$ cat src/hw/rtl/frc_pkg.sv
// Shared types and constants for the CRC-checked frame receiver.
package frc_pkg;

    localparam logic [7:0]  START_BYTE   = 8'hFB;
    localparam logic [8:0]  LEN_OVERHEAD = 9'd5;
    localparam logic [15:0] CRC_INIT     = 16'hFFFF;
    localparam logic [15:0] CRC_POLY     = 16'h8408;

    localparam logic [15:0] TIMEOUT_RESET = 16'd1000;
    localparam logic [7:0]  FIXED_RESET   = 8'd0;

    // Configuration register indexes
    localparam logic CFG_TIMEOUT   = 1'b0;
    localparam logic CFG_FIXED_LEN = 1'b1;

    // Input item kinds
    localparam logic KIND_BYTE = 1'b0;
    localparam logic KIND_TICK = 1'b1;

    typedef enum logic [1:0] {
        ST_CRC_OK  = 2'd0,
        ST_CRC_ERR = 2'd1,
        ST_TIMEOUT = 2'd2
    } t_status;

    typedef struct packed {
        logic       has_data;
        logic [7:0] data_res;
        logic [8:0] index;
        logic       last;
        t_status    status;
    } t_result;

endpackage

$ cat src/hw/rtl/frc_stream_if.sv
// Valid/ready channel interfaces for input items and result items.
interface frc_in_if;
    logic       valid;
    logic       ready;
    logic       kind;
    logic [7:0] data;

    modport source (output valid, output kind, output data, input ready);
    modport sink   (input valid, input kind, input data, output ready);
endinterface

interface frc_out_if;
    logic       valid;
    logic       ready;
    logic       has_data;
    logic [7:0] data_res;
    logic [8:0] index;
    logic       last;
    logic [1:0] status;

    modport source (output valid, output has_data, output data_res, output index,
                    output last, output status, input ready);
    modport sink   (input valid, input has_data, input data_res, input index,
                    input last, input status, output ready);
endinterface

$ cat src/hw/rtl/crc_checked_frame_receiver.sv
// Top level: config registers, input register, frame control and result register.
//
// Receiver for length-prefixed frames checked with CRC-16/MCRF4XX.
// Input channel i_in: one transaction per received byte (kind 0) or per time
// tick (kind 1). Output channel o_out: at most one result per input transaction:
// each frame byte with its index, the final byte flagged last with crc ok or
// crc error status, or a timeout marker (has_data 0, last 1, status 2).
// Configuration: i_cfg_we writes i_cfg_data into register i_cfg_idx
// (0 timeout_ticks, 1 fixed_length); write only while the block is idle.
// An accepted transaction waits in the input register, is processed from there
// into the result register, and its result is offered from that register.
// Throughput: one transaction per cycle while the output is not stalled; the
// bytewise CRC update and the frame decisions sit in one combinational step
// between the input register and the result register.
// When the receiver stalls, the result register holds and the input register
// still takes one more transaction; ready drops only when both are occupied.
// Reset (synchronous, active low) empties both registers, restores the
// configuration defaults (timeout 1000 ticks, length from the frame) and
// returns the frame logic to hunting for the start byte.
module crc_checked_frame_receiver (
    input  logic        i_clk,
    input  logic        i_rst_n,
    frc_in_if.sink      i_in,
    frc_out_if.source   o_out,
    input  logic        i_cfg_we,
    input  logic        i_cfg_idx,
    input  logic [15:0] i_cfg_data
);
    import frc_pkg::*;

    logic [15:0] r_timeout_ticks;
    logic [7:0]  r_fixed_length;
    logic        r_in_valid;
    logic        r_in_kind;
    logic [7:0]  r_in_data;
    logic        r_out_valid;
    t_result     r_out;

    logic        out_free, step, in_accept, res_valid;
    t_result     res;

    assign out_free   = !r_out_valid || o_out.ready;
    assign step       = r_in_valid && out_free;
    assign i_in.ready = !r_in_valid || out_free;
    assign in_accept  = i_in.valid && i_in.ready;

    // configuration registers
    always_ff @(posedge i_clk) begin
        if (!i_rst_n) begin
            r_timeout_ticks <= TIMEOUT_RESET;
            r_fixed_length  <= FIXED_RESET;
        end else if (i_cfg_we) begin
            if (i_cfg_idx == CFG_TIMEOUT) begin
                r_timeout_ticks <= i_cfg_data;
            end else begin
                r_fixed_length <= i_cfg_data[7:0];
            end
        end
    end

    // input register
    always_ff @(posedge i_clk) begin
        if (!i_rst_n) begin
            r_in_valid <= 1'b0;
        end else if (in_accept) begin
            r_in_valid <= 1'b1;
        end else if (step) begin
            r_in_valid <= 1'b0;
        end
    end

    always_ff @(posedge i_clk) begin
        if (in_accept) begin
            r_in_kind <= i_in.kind;
            r_in_data <= i_in.data;
        end
    end

    frc_frame_ctrl u_ctrl (
        .i_clk           (i_clk),
        .i_rst_n         (i_rst_n),
        .i_step          (step),
        .i_kind          (r_in_kind),
        .i_data          (r_in_data),
        .i_timeout_ticks (r_timeout_ticks),
        .i_fixed_length  (r_fixed_length),
        .o_res_valid     (res_valid),
        .o_res           (res)
    );

    // result register
    always_ff @(posedge i_clk) begin
        if (!i_rst_n) begin
            r_out_valid <= 1'b0;
        end else if (out_free) begin
            r_out_valid <= step && res_valid;
        end
    end

    always_ff @(posedge i_clk) begin
        if (out_free) begin
            r_out <= res;
        end
    end

    assign o_out.valid    = r_out_valid;
    assign o_out.has_data = r_out.has_data;
    assign o_out.data_res = r_out.data_res;
    assign o_out.index    = r_out.index;
    assign o_out.last     = r_out.last;
    assign o_out.status   = r_out.status;

endmodule

$ cat src/hw/rtl/frc_crc16.sv
// Bytewise CRC-16/MCRF4XX update (reflected poly 0x8408).
module frc_crc16 (
    input  logic [15:0] i_crc,
    input  logic [7:0]  i_byte,
    output logic [15:0] o_crc
);
    import frc_pkg::*;

    // eight reflected shift steps on one byte
    always_comb begin
        logic [15:0] c;
        c = i_crc ^ {8'h00, i_byte};
        for (int b = 0; b < 8; b++) begin
            if (c[0]) begin
                c = (c >> 1) ^ CRC_POLY;
            end else begin
                c = c >> 1;
            end
        end
        o_crc = c;
    end

endmodule

$ cat src/hw/rtl/frc_frame_ctrl.sv
// Frame state, tick timeout and result generation for one item per step.
module frc_frame_ctrl (
    input  logic            i_clk,
    input  logic            i_rst_n,
    input  logic            i_step,
    input  logic            i_kind,
    input  logic [7:0]      i_data,
    input  logic [15:0]     i_timeout_ticks,
    input  logic [7:0]      i_fixed_length,
    output logic            o_res_valid,
    output frc_pkg::t_result o_res
);
    import frc_pkg::*;

    logic        r_in_frame,     n_in_frame;
    logic [8:0]  r_byte_count,   n_byte_count;
    logic [8:0]  r_frame_length, n_frame_length;
    logic [15:0] r_crc,          n_crc;
    logic [15:0] r_tick_count,   n_tick_count;

    logic [15:0] crc_base, crc_fed, crc_eff;
    logic [8:0]  idx, flen_base, flen_eff;
    logic [16:0] tick_next;
    logic        timeout, start, active, done;

    frc_crc16 u_crc (
        .i_crc  (crc_base),
        .i_byte (i_data),
        .o_crc  (crc_fed)
    );

    // per-byte frame view: a start byte opens a frame in the same step
    assign start     = !r_in_frame && (i_data == START_BYTE);
    assign active    = r_in_frame || start;
    assign idx       = r_in_frame ? r_byte_count : 9'd0;
    assign crc_base  = r_in_frame ? r_crc : CRC_INIT;
    assign flen_base = r_in_frame ? r_frame_length : {1'b0, i_fixed_length};
    assign flen_eff  = (idx == 9'd1 && flen_base == 9'd0) ?
                       ({1'b0, i_data} + LEN_OVERHEAD) : flen_base;
    assign crc_eff   = (idx != 9'd0) ? crc_fed : crc_base;
    assign done      = (flen_eff != 9'd0) &&
                       (({1'b0, idx} + 10'd1) >= {1'b0, flen_eff});

    // tick window
    assign tick_next = {1'b0, r_tick_count} + 17'd1;
    assign timeout   = tick_next > {1'b0, i_timeout_ticks};

    // next state and result
    always_comb begin
        n_in_frame     = r_in_frame;
        n_byte_count   = r_byte_count;
        n_frame_length = r_frame_length;
        n_crc          = r_crc;
        n_tick_count   = r_tick_count;
        o_res_valid    = 1'b0;
        o_res          = '{has_data: 1'b0, data_res: 8'd0, index: 9'd0,
                           last: 1'b0, status: ST_CRC_OK};
        if (i_step) begin
            if (i_kind == KIND_TICK) begin
                if (timeout) begin
                    n_in_frame     = 1'b0;
                    n_byte_count   = 9'd0;
                    n_frame_length = 9'd0;
                    n_crc          = CRC_INIT;
                    n_tick_count   = 16'd0;
                    o_res_valid    = 1'b1;
                    o_res.last     = 1'b1;
                    o_res.status   = ST_TIMEOUT;
                end else begin
                    n_tick_count = tick_next[15:0];
                end
            end else if (active) begin
                o_res_valid       = 1'b1;
                o_res.has_data    = 1'b1;
                o_res.data_res    = i_data;
                o_res.index       = idx;
                if (done) begin
                    n_in_frame     = 1'b0;
                    n_byte_count   = 9'd0;
                    n_frame_length = 9'd0;
                    n_crc          = CRC_INIT;
                    n_tick_count   = 16'd0;
                    o_res.last     = 1'b1;
                    o_res.status   = (flen_eff >= 9'd3 && crc_eff == 16'd0) ?
                                     ST_CRC_OK : ST_CRC_ERR;
                end else begin
                    n_in_frame     = 1'b1;
                    n_byte_count   = idx + 9'd1;
                    n_frame_length = flen_eff;
                    n_crc          = crc_eff;
                end
            end
        end
    end

    always_ff @(posedge i_clk) begin
        if (!i_rst_n) begin
            r_in_frame     <= 1'b0;
            r_byte_count   <= 9'd0;
            r_frame_length <= 9'd0;
            r_crc          <= CRC_INIT;
            r_tick_count   <= 16'd0;
        end else begin
            r_in_frame     <= n_in_frame;
            r_byte_count   <= n_byte_count;
            r_frame_length <= n_frame_length;
            r_crc          <= n_crc;
            r_tick_count   <= n_tick_count;
        end
    end

    // hunting state always holds a clean frame context
    a_hunt_clean: assert property (@(posedge i_clk) disable iff (!i_rst_n)
        !r_in_frame |-> (r_byte_count == 9'd0 && r_crc == CRC_INIT))
        else $error("hunting with stale frame context");

    // an end-of-window result starts a fresh tick window
    a_window_restart: assert property (@(posedge i_clk) disable iff (!i_rst_n)
        (o_res_valid && o_res.last) |=> (r_tick_count == 16'd0 && !r_in_frame))
        else $error("window not restarted after last result");

    // an open frame never runs past its known length
    a_len_bound: assert property (@(posedge i_clk) disable iff (!i_rst_n)
        (r_in_frame && r_frame_length != 9'd0) |-> (r_byte_count < r_frame_length))
        else $error("byte count beyond frame length");

    // a timeout result carries no frame byte
    a_timeout_shape: assert property (@(posedge i_clk) disable iff (!i_rst_n)
        (o_res_valid && o_res.status == ST_TIMEOUT) |-> (!o_res.has_data && o_res.last))
        else $error("malformed timeout result");

endmodule

$ cat src/flat_wrapper.sv
// flat-port wrapper written by rule: the top's interface ports become plain ports
module crc_checked_frame_receiver_flat import frc_pkg::*;
  (i_clk, i_rst_n, i_cfg_we, i_cfg_idx, i_cfg_data, i_in_valid, i_in_kind, i_in_data, i_in_ready, o_out_valid, o_out_has_data, o_out_data_res, o_out_index, o_out_last, o_out_status, o_out_ready);
  frc_in_if i_in_i ();
  frc_out_if o_out_i ();
  input  logic i_clk;
  input  logic i_rst_n;
  input  logic i_cfg_we;
  input  logic i_cfg_idx;
  input  logic [15:0] i_cfg_data;
  input wire logic [$bits(i_in_i.valid)-1:0] i_in_valid;
  input wire logic [$bits(i_in_i.kind)-1:0] i_in_kind;
  input wire logic [$bits(i_in_i.data)-1:0] i_in_data;
  output wire logic [$bits(i_in_i.ready)-1:0] i_in_ready;
  output wire logic [$bits(o_out_i.valid)-1:0] o_out_valid;
  output wire logic [$bits(o_out_i.has_data)-1:0] o_out_has_data;
  output wire logic [$bits(o_out_i.data_res)-1:0] o_out_data_res;
  output wire logic [$bits(o_out_i.index)-1:0] o_out_index;
  output wire logic [$bits(o_out_i.last)-1:0] o_out_last;
  output wire logic [$bits(o_out_i.status)-1:0] o_out_status;
  input wire logic [$bits(o_out_i.ready)-1:0] o_out_ready;
  assign i_in_i.valid = i_in_valid;
  assign i_in_i.kind = i_in_kind;
  assign i_in_i.data = i_in_data;
  assign i_in_ready = i_in_i.ready;
  assign o_out_valid = o_out_i.valid;
  assign o_out_has_data = o_out_i.has_data;
  assign o_out_data_res = o_out_i.data_res;
  assign o_out_index = o_out_i.index;
  assign o_out_last = o_out_i.last;
  assign o_out_status = o_out_i.status;
  assign o_out_i.ready = o_out_ready;
  crc_checked_frame_receiver u_core (.i_clk(i_clk), .i_rst_n(i_rst_n), .i_in(i_in_i), .o_out(o_out_i), .i_cfg_we(i_cfg_we), .i_cfg_idx(i_cfg_idx), .i_cfg_data(i_cfg_data));
endmodule
$ cat config.mk
export PLATFORM = sky130hd
export DESIGN_NAME = crc_checked_frame_receiver_flat
export DESIGN_NICKNAME = d
export VERILOG_FILES = /design/src/hw/rtl/frc_pkg.sv /design/src/hw/rtl/frc_stream_if.sv /design/src/hw/rtl/crc_checked_frame_receiver.sv /design/src/hw/rtl/frc_crc16.sv /design/src/hw/rtl/frc_frame_ctrl.sv /design/src/flat_wrapper.sv
export SDC_FILE = /design/constraint.sdc
export NUM_CORES = 1
export LEC_CHECK = 0
export BUFFER_PORTS_ARGS = -buffer_cell sky130_fd_sc_hd__buf_2
export CAP_MARGIN = 10
export CORE_UTILIZATION = 61
export DETAILED_ROUTE_END_ITERATION = 12
export PLACE_DENSITY = 0.81
export SLEW_MARGIN = 25
export SYNTH_ARGS = -nofsm -noshare
export SYNTH_HDL_FRONTEND = slang
export SYNTH_SLANG_ARGS = --single-unit
$ cat constraint.sdc
create_clock -name i_clk -period 13.5 [get_ports i_clk]
set_input_delay 0.675 -clock i_clk [delete_from_list [all_inputs] [get_ports i_clk]]
set_output_delay 0.675 -clock i_clk [all_outputs]
set_load 0.02 [all_outputs]
==> results_tabular.tex <==
\begin{tabular}{lr}
\hline
Metric & Value \\
\hline
\multicolumn{2}{l}{\textbf{Outcome}} \\
\quad Result of the run & finished clean \\
\multicolumn{2}{l}{\textbf{Power and ir drop}} \\
\quad Register share of total power & 0.555 \\
\quad Net switching fraction of the power & 0.238 \\
\quad Internal power summed over all cells & 0.468 mW \\
\quad Reported leakage power & 2.65 nW \\
\quad Comb pwr share & 0.085 \\
\quad Clock power frac & 0.360 \\
\quad Peak supply drop & 0.0850 mV \\
\quad Pwr Density & 92.7 nW/µm² \\
\quad Switching power & 0.146 mW \\
\multicolumn{2}{l}{\textbf{Die}} \\
\quad Starting density of the core & 0.624 \\
\quad Die footprint & 10400 µm² \\
\quad Count of pins on the block boundary & 54 \\
\quad Num rows & 36 \\
\quad Width of the die & 102 µm \\
\quad Core Region & 9730 µm² \\
\quad Die outline height & 102 µm \\
\multicolumn{2}{l}{\textbf{Worst setup path}} \\
\quad Largest fanout on the critical path & 39 \\
\quad Path type of the worst setup path & flip-flop to flip-flop \\
\quad Endpoint required time on the critical path & 13780 ps \\
\quad Sort of element at the end of the critical path & flip-flop \\
\quad CP startpoint kind & flip-flop \\
\quad Data arrival, critical path & 5380 ps \\
\multicolumn{2}{l}{\textbf{Clocking}} \\
\quad Register clock-pin slew on the reported worst setup and hold paths & 100 ps \\
\quad Buffer cell driving the clock tree root & sky130\_fd\_sc\_hd\_\_clkbuf\_8 \\
\quad Cts repair resizes & 0 \\
\quad Hold-fix buffers at CTS & 0 \\
\quad TritonCTS clock tree & yes \\
\quad Clock sink count & 107 \\
\quad Maximum root-to-sink buffer count & 2 \\
\quad Clk Latency, worst-skew pair & 390 ps \\
\quad H-tree depth & 3 \\
\quad Buffers inserted during post-CTS setup optimization & 0 \\
\quad Inserted Clock Buffers & 9 \\
\multicolumn{2}{l}{\textbf{Placement}} \\
\quad Cell total after placement & 823 \\
\quad Count of input and output buffers & 53 \\
\quad Dpl hpwl & 11300 µm \\
\quad Final estimated routing congestion in global placement & 0.923 \\
\quad Post-detailed-placement cell area & 6390 µm² \\
\multicolumn{2}{l}{\textbf{Global routing}} \\
\quad Maximum number of pins on one net before global-route repair & 40 \\
\quad Met3 track demand over resource & 0.0766 \\
\quad Top Usage Layer GRT & met2 \\
\quad Number of antenna violations at the first check in global routing & 0 \\
\quad Met1 track demand over resource & 0.364 \\
\quad Overall overflow remaining after global route & 0 \\
\quad Global-route track usage on met2 & 0.560 \\
\quad Number of global-route vias before repair & 5100 \\
\quad First-pass GRT wire length & 24700 µm \\
\quad Global routing usage summed across all routing layers & 0.313 \\
\multicolumn{2}{l}{\textbf{Finish}} \\
\quad Number of fillers in the final layout & 823 \\
\quad Core utilization of the finished layout & 0.681 \\
\quad Most common library cell in the layout ignoring fill and taps & sky130\_fd\_sc\_hd\_\_dfxtp\_1 \\
\quad Ratio of cells with drive above 1 in the final layout & 0.143 \\
\quad Highest-count cells in the layout ignoring fill and taps & sky130\_fd\_sc\_hd\_\_dfxtp\_1, sky130\_fd\_sc\_hd\_\_nand2\_1, sky130\_fd\_sc\_hd\_\_buf\_2, sky130\_fd\_sc\_hd\_\_a21oi\_1, sky130\_fd\_sc\_hd\_\_inv\_1 \\
\quad Post-route cell area & 6630 µm² \\
\quad Growth of design area from synthesis to finish & 9.22\% \\
\quad Finished Layout Cells & 839 \\
\quad Footprint of the multi-input gates & 3340 µm² \\
\quad Area of all sequential standard cells & 2440 µm² \\
\quad N\_diodes & 0 \\
\quad Net count reported at finish & 762 \\
\multicolumn{2}{l}{\textbf{Timing}} \\
\quad Fin Clk Skew & 18.6 ps \\
\quad Number of setup violations in the final report & 0 \\
\quad Share of the cycle needed by the critical path after routing & 0.377 \\
\quad Headroom to the max-slew limit & 0.350 \\
\quad Setup TNS Final & 0 ps \\
\quad Number of max-slew violations in the final report & 0 \\
\quad Fin crit period & 5090 ps \\
\quad Fmax achieved & 196 MHz \\
\quad Unrepaired setup endpoints after global routing & no \\
\quad Least-Margin Pin Slew & 975 ps \\
\quad Final-layout worst hold slack & 455 ps \\
\quad Number of hold violations in the final report & 0 \\
\multicolumn{2}{l}{\textbf{Synth}} \\
\quad Distinct cells, synth & 69 \\
\quad Share of the yosys chip area belonging to registers & 0.402 \\
\quad Post-synthesis async set-or-reset flop share & 0 \\
\quad Number of register bits inferred by synthesis & 107 \\
\quad YS warnings & 0 \\
\quad Number of cells produced by synthesis & 664 \\
\quad Most used flip-flop cell after synthesis & sky130\_fd\_sc\_hd\_\_dfxtp\_1 \\
\quad Synthesized net count & 725 \\
\quad Post-synthesis area per instance & 9.14 µm² \\
\quad Post-synthesis cell area & 6070 µm² \\
\quad Count of flip-flops with a built-in enable after synthesis & 30 \\
\multicolumn{2}{l}{\textbf{Route}} \\
\quad Routed length per instance & 18.1 µm \\
\quad Drt drc & 0 \\
\quad Starting DRC count in detailed routing & 352 \\
\quad Total Routed Length & 15200 µm \\
\quad Vias post-DR & 5238 \\
\quad Detail Route Antenna Nets & 0 \\
\quad Number of optimization iterations in the first detailed-route pass & 7 \\
\quad Drt via density & 6.24 \\
\multicolumn{2}{l}{\textbf{Min path}} \\
\quad Type of the most critical hold path & input port to flip-flop \\
\multicolumn{2}{l}{\textbf{Run}} \\
\quad Max-cap violations & 0 \\
\hline
\end{tabular}
synthesized netlist by cell type (3+ instances only):
cell type	number	area (µm²)
sky130_fd_sc_hd__dfxtp_1	77	1540
sky130_fd_sc_hd__nand2_1	66	248
sky130_fd_sc_hd__a21oi_1	42	210
sky130_fd_sc_hd__inv_1	39	146
sky130_fd_sc_hd__nor2_1	37	139
sky130_fd_sc_hd__edfxtp_1	30	901
sky130_fd_sc_hd__ha_1	30	375
sky130_fd_sc_hd__xnor2_1	25	219
sky130_fd_sc_hd__nand3_1	23	115
sky130_fd_sc_hd__o21ai_0	21	105
sky130_fd_sc_hd__clkbuf_1	19	71.3
sky130_fd_sc_hd__o211ai_1	19	143
sky130_fd_sc_hd__nor3_1	18	90.1
sky130_fd_sc_hd__and2_1	12	75.1
sky130_fd_sc_hd__and3_1	12	75.1
sky130_fd_sc_hd__nor2b_1	12	75.1
sky130_fd_sc_hd__or2_2	12	75.1
sky130_fd_sc_hd__mux2i_1	11	110
sky130_fd_sc_hd__nand2b_1	10	62.6
sky130_fd_sc_hd__xor2_1	10	87.6
sky130_fd_sc_hd__a22o_1	9	78.8
sky130_fd_sc_hd__buf_2	9	45.0
sky130_fd_sc_hd__a21o_1	7	52.6
sky130_fd_sc_hd__nand4_1	7	43.8
sky130_fd_sc_hd__o2bb2ai_1	7	61.3
sky130_fd_sc_hd__a2bb2oi_1	6	52.6
sky130_fd_sc_hd__a32o_1	6	60.1
sky130_fd_sc_hd__nor4_1	6	37.5
sky130_fd_sc_hd__o22a_1	6	52.6
sky130_fd_sc_hd__a31oi_1	5	31.3
sky130_fd_sc_hd__o21a_1	5	37.5
sky130_fd_sc_hd__o221a_2	5	56.3
sky130_fd_sc_hd__or3_1	5	31.3
sky130_fd_sc_hd__a211oi_1	4	30.0
sky130_fd_sc_hd__a221oi_1	4	35.0
sky130_fd_sc_hd__a32oi_1	3	26.3
sky130_fd_sc_hd__and4_1	3	26.3
sky130_fd_sc_hd__nor3b_1	3	22.5
cell families (layout without fill, tap and decap cells):
kind of cell / count (synthesis) / in the layout / share of synthesized area
compound gates: 173 / 173 / 0.212
xor+xnor: 37 / 37 / 0.0581
fa+ha+maj: 30 / 30 / 0.0619
buf+inv: 70 / 112 / 0.0470
flops: 107 / 107 / 0.402
mux: 13 / 13 / 0.0219
simple gates: 234 / 234 / 0.197
state kept, by name, summed over array words and instances, names as in the netlist, 8 cells and up:
name / cells
u_core.r_timeout_ticks: 16
u_core.u_ctrl.r_crc: 16
u_core.u_ctrl.r_tick_count: 16
u_core.o_out.index: 9
u_core.u_ctrl.r_byte_count: 9
u_core.u_ctrl.r_frame_length: 9
u_core.o_out.data_res: 8
u_core.r_fixed_length: 8
u_core.r_in_data: 8
final cells by class:
class                   instances  area share
multi-input cells             487       0.504
well taps                     133      0.0251
flip-flops and latches        107       0.369
inverters                      39      0.0221
clock inverters                 2     0.00585
clock buffers                  14      0.0295
repair buffers                 57      0.0446
metrics by stage:
stage / power, mW / setup slack, ps
after global placement: 0.398 / 8760
after CTS: 0.617 / 8500
final: 0.614 / 8410
after floorplan: 0.382 / 9210
after global routing: 0.637 / 7950
after detailed placement: 0.399 / 8550
power groups by stage:
stage	clock, mW	sequential, mW	combinational [mW]
floorplan	0	0.345	0.0374
global placement	0	0.348	0.0500
detailed placement	0	0.348	0.0513
CTS	0.225	0.340	0.0520
global route	0.238	0.341	0.0574
finish	0.221	0.341	0.0524
routing by layer:
layer / vias up / share of wire / wire length (µm)
li1: 2494 / - / -
met1: 2506 / 0.41 / 6200
met2: 201 / 0.51 / 7700
met3: 37 / 0.060 / 908
met4: 0 / 0.027 / 408
met5: - / 0 / 0
critical path, stage by stage (launching register included):
cell and delay, ps:
sky130_fd_sc_hd__dfxtp_1 740, sky130_fd_sc_hd__buf_4 480, sky130_fd_sc_hd__and2_1 260, sky130_fd_sc_hd__ha_1 170
sky130_fd_sc_hd__o211ai_1 120, sky130_fd_sc_hd__a21o_1 240, sky130_fd_sc_hd__o21ai_0 420, sky130_fd_sc_hd__ha_1 320
sky130_fd_sc_hd__nand2b_1 150, sky130_fd_sc_hd__a21o_1 180, sky130_fd_sc_hd__a21oi_1 140, sky130_fd_sc_hd__o21ai_0 110
sky130_fd_sc_hd__a21oi_1 760, sky130_fd_sc_hd__o21bai_2 520, sky130_fd_sc_hd__o221a_2 380
final timing paths:
| path | startpoint | to | slack, ps | cells after the start |
|---|---|---|---|---|
| setup / recovery | u_core.u_ctrl.r_in_frame$_SDFFE_PN0P_ | u_core.u_ctrl.r_crc[14]$_SDFFE_PN1P_ | 8410 | 14 |
| hold / removal | i_in_data[5] | u_core.r_in_data[5]$_DFFE_PP_ | 450 | 1 |
| setup reg to reg | u_core.u_ctrl.r_in_frame$_SDFFE_PN0P_ | u_core.u_ctrl.r_crc[14]$_SDFFE_PN1P_ | 8410 | 14 |
| hold reg to reg | u_core.r_timeout_ticks[13]$_SDFFE_PN0P_ | u_core.r_timeout_ticks[13]$_SDFFE_PN0P_ | 460 | 2 |
Note: power is estimated with default switching activity, not from simulation.
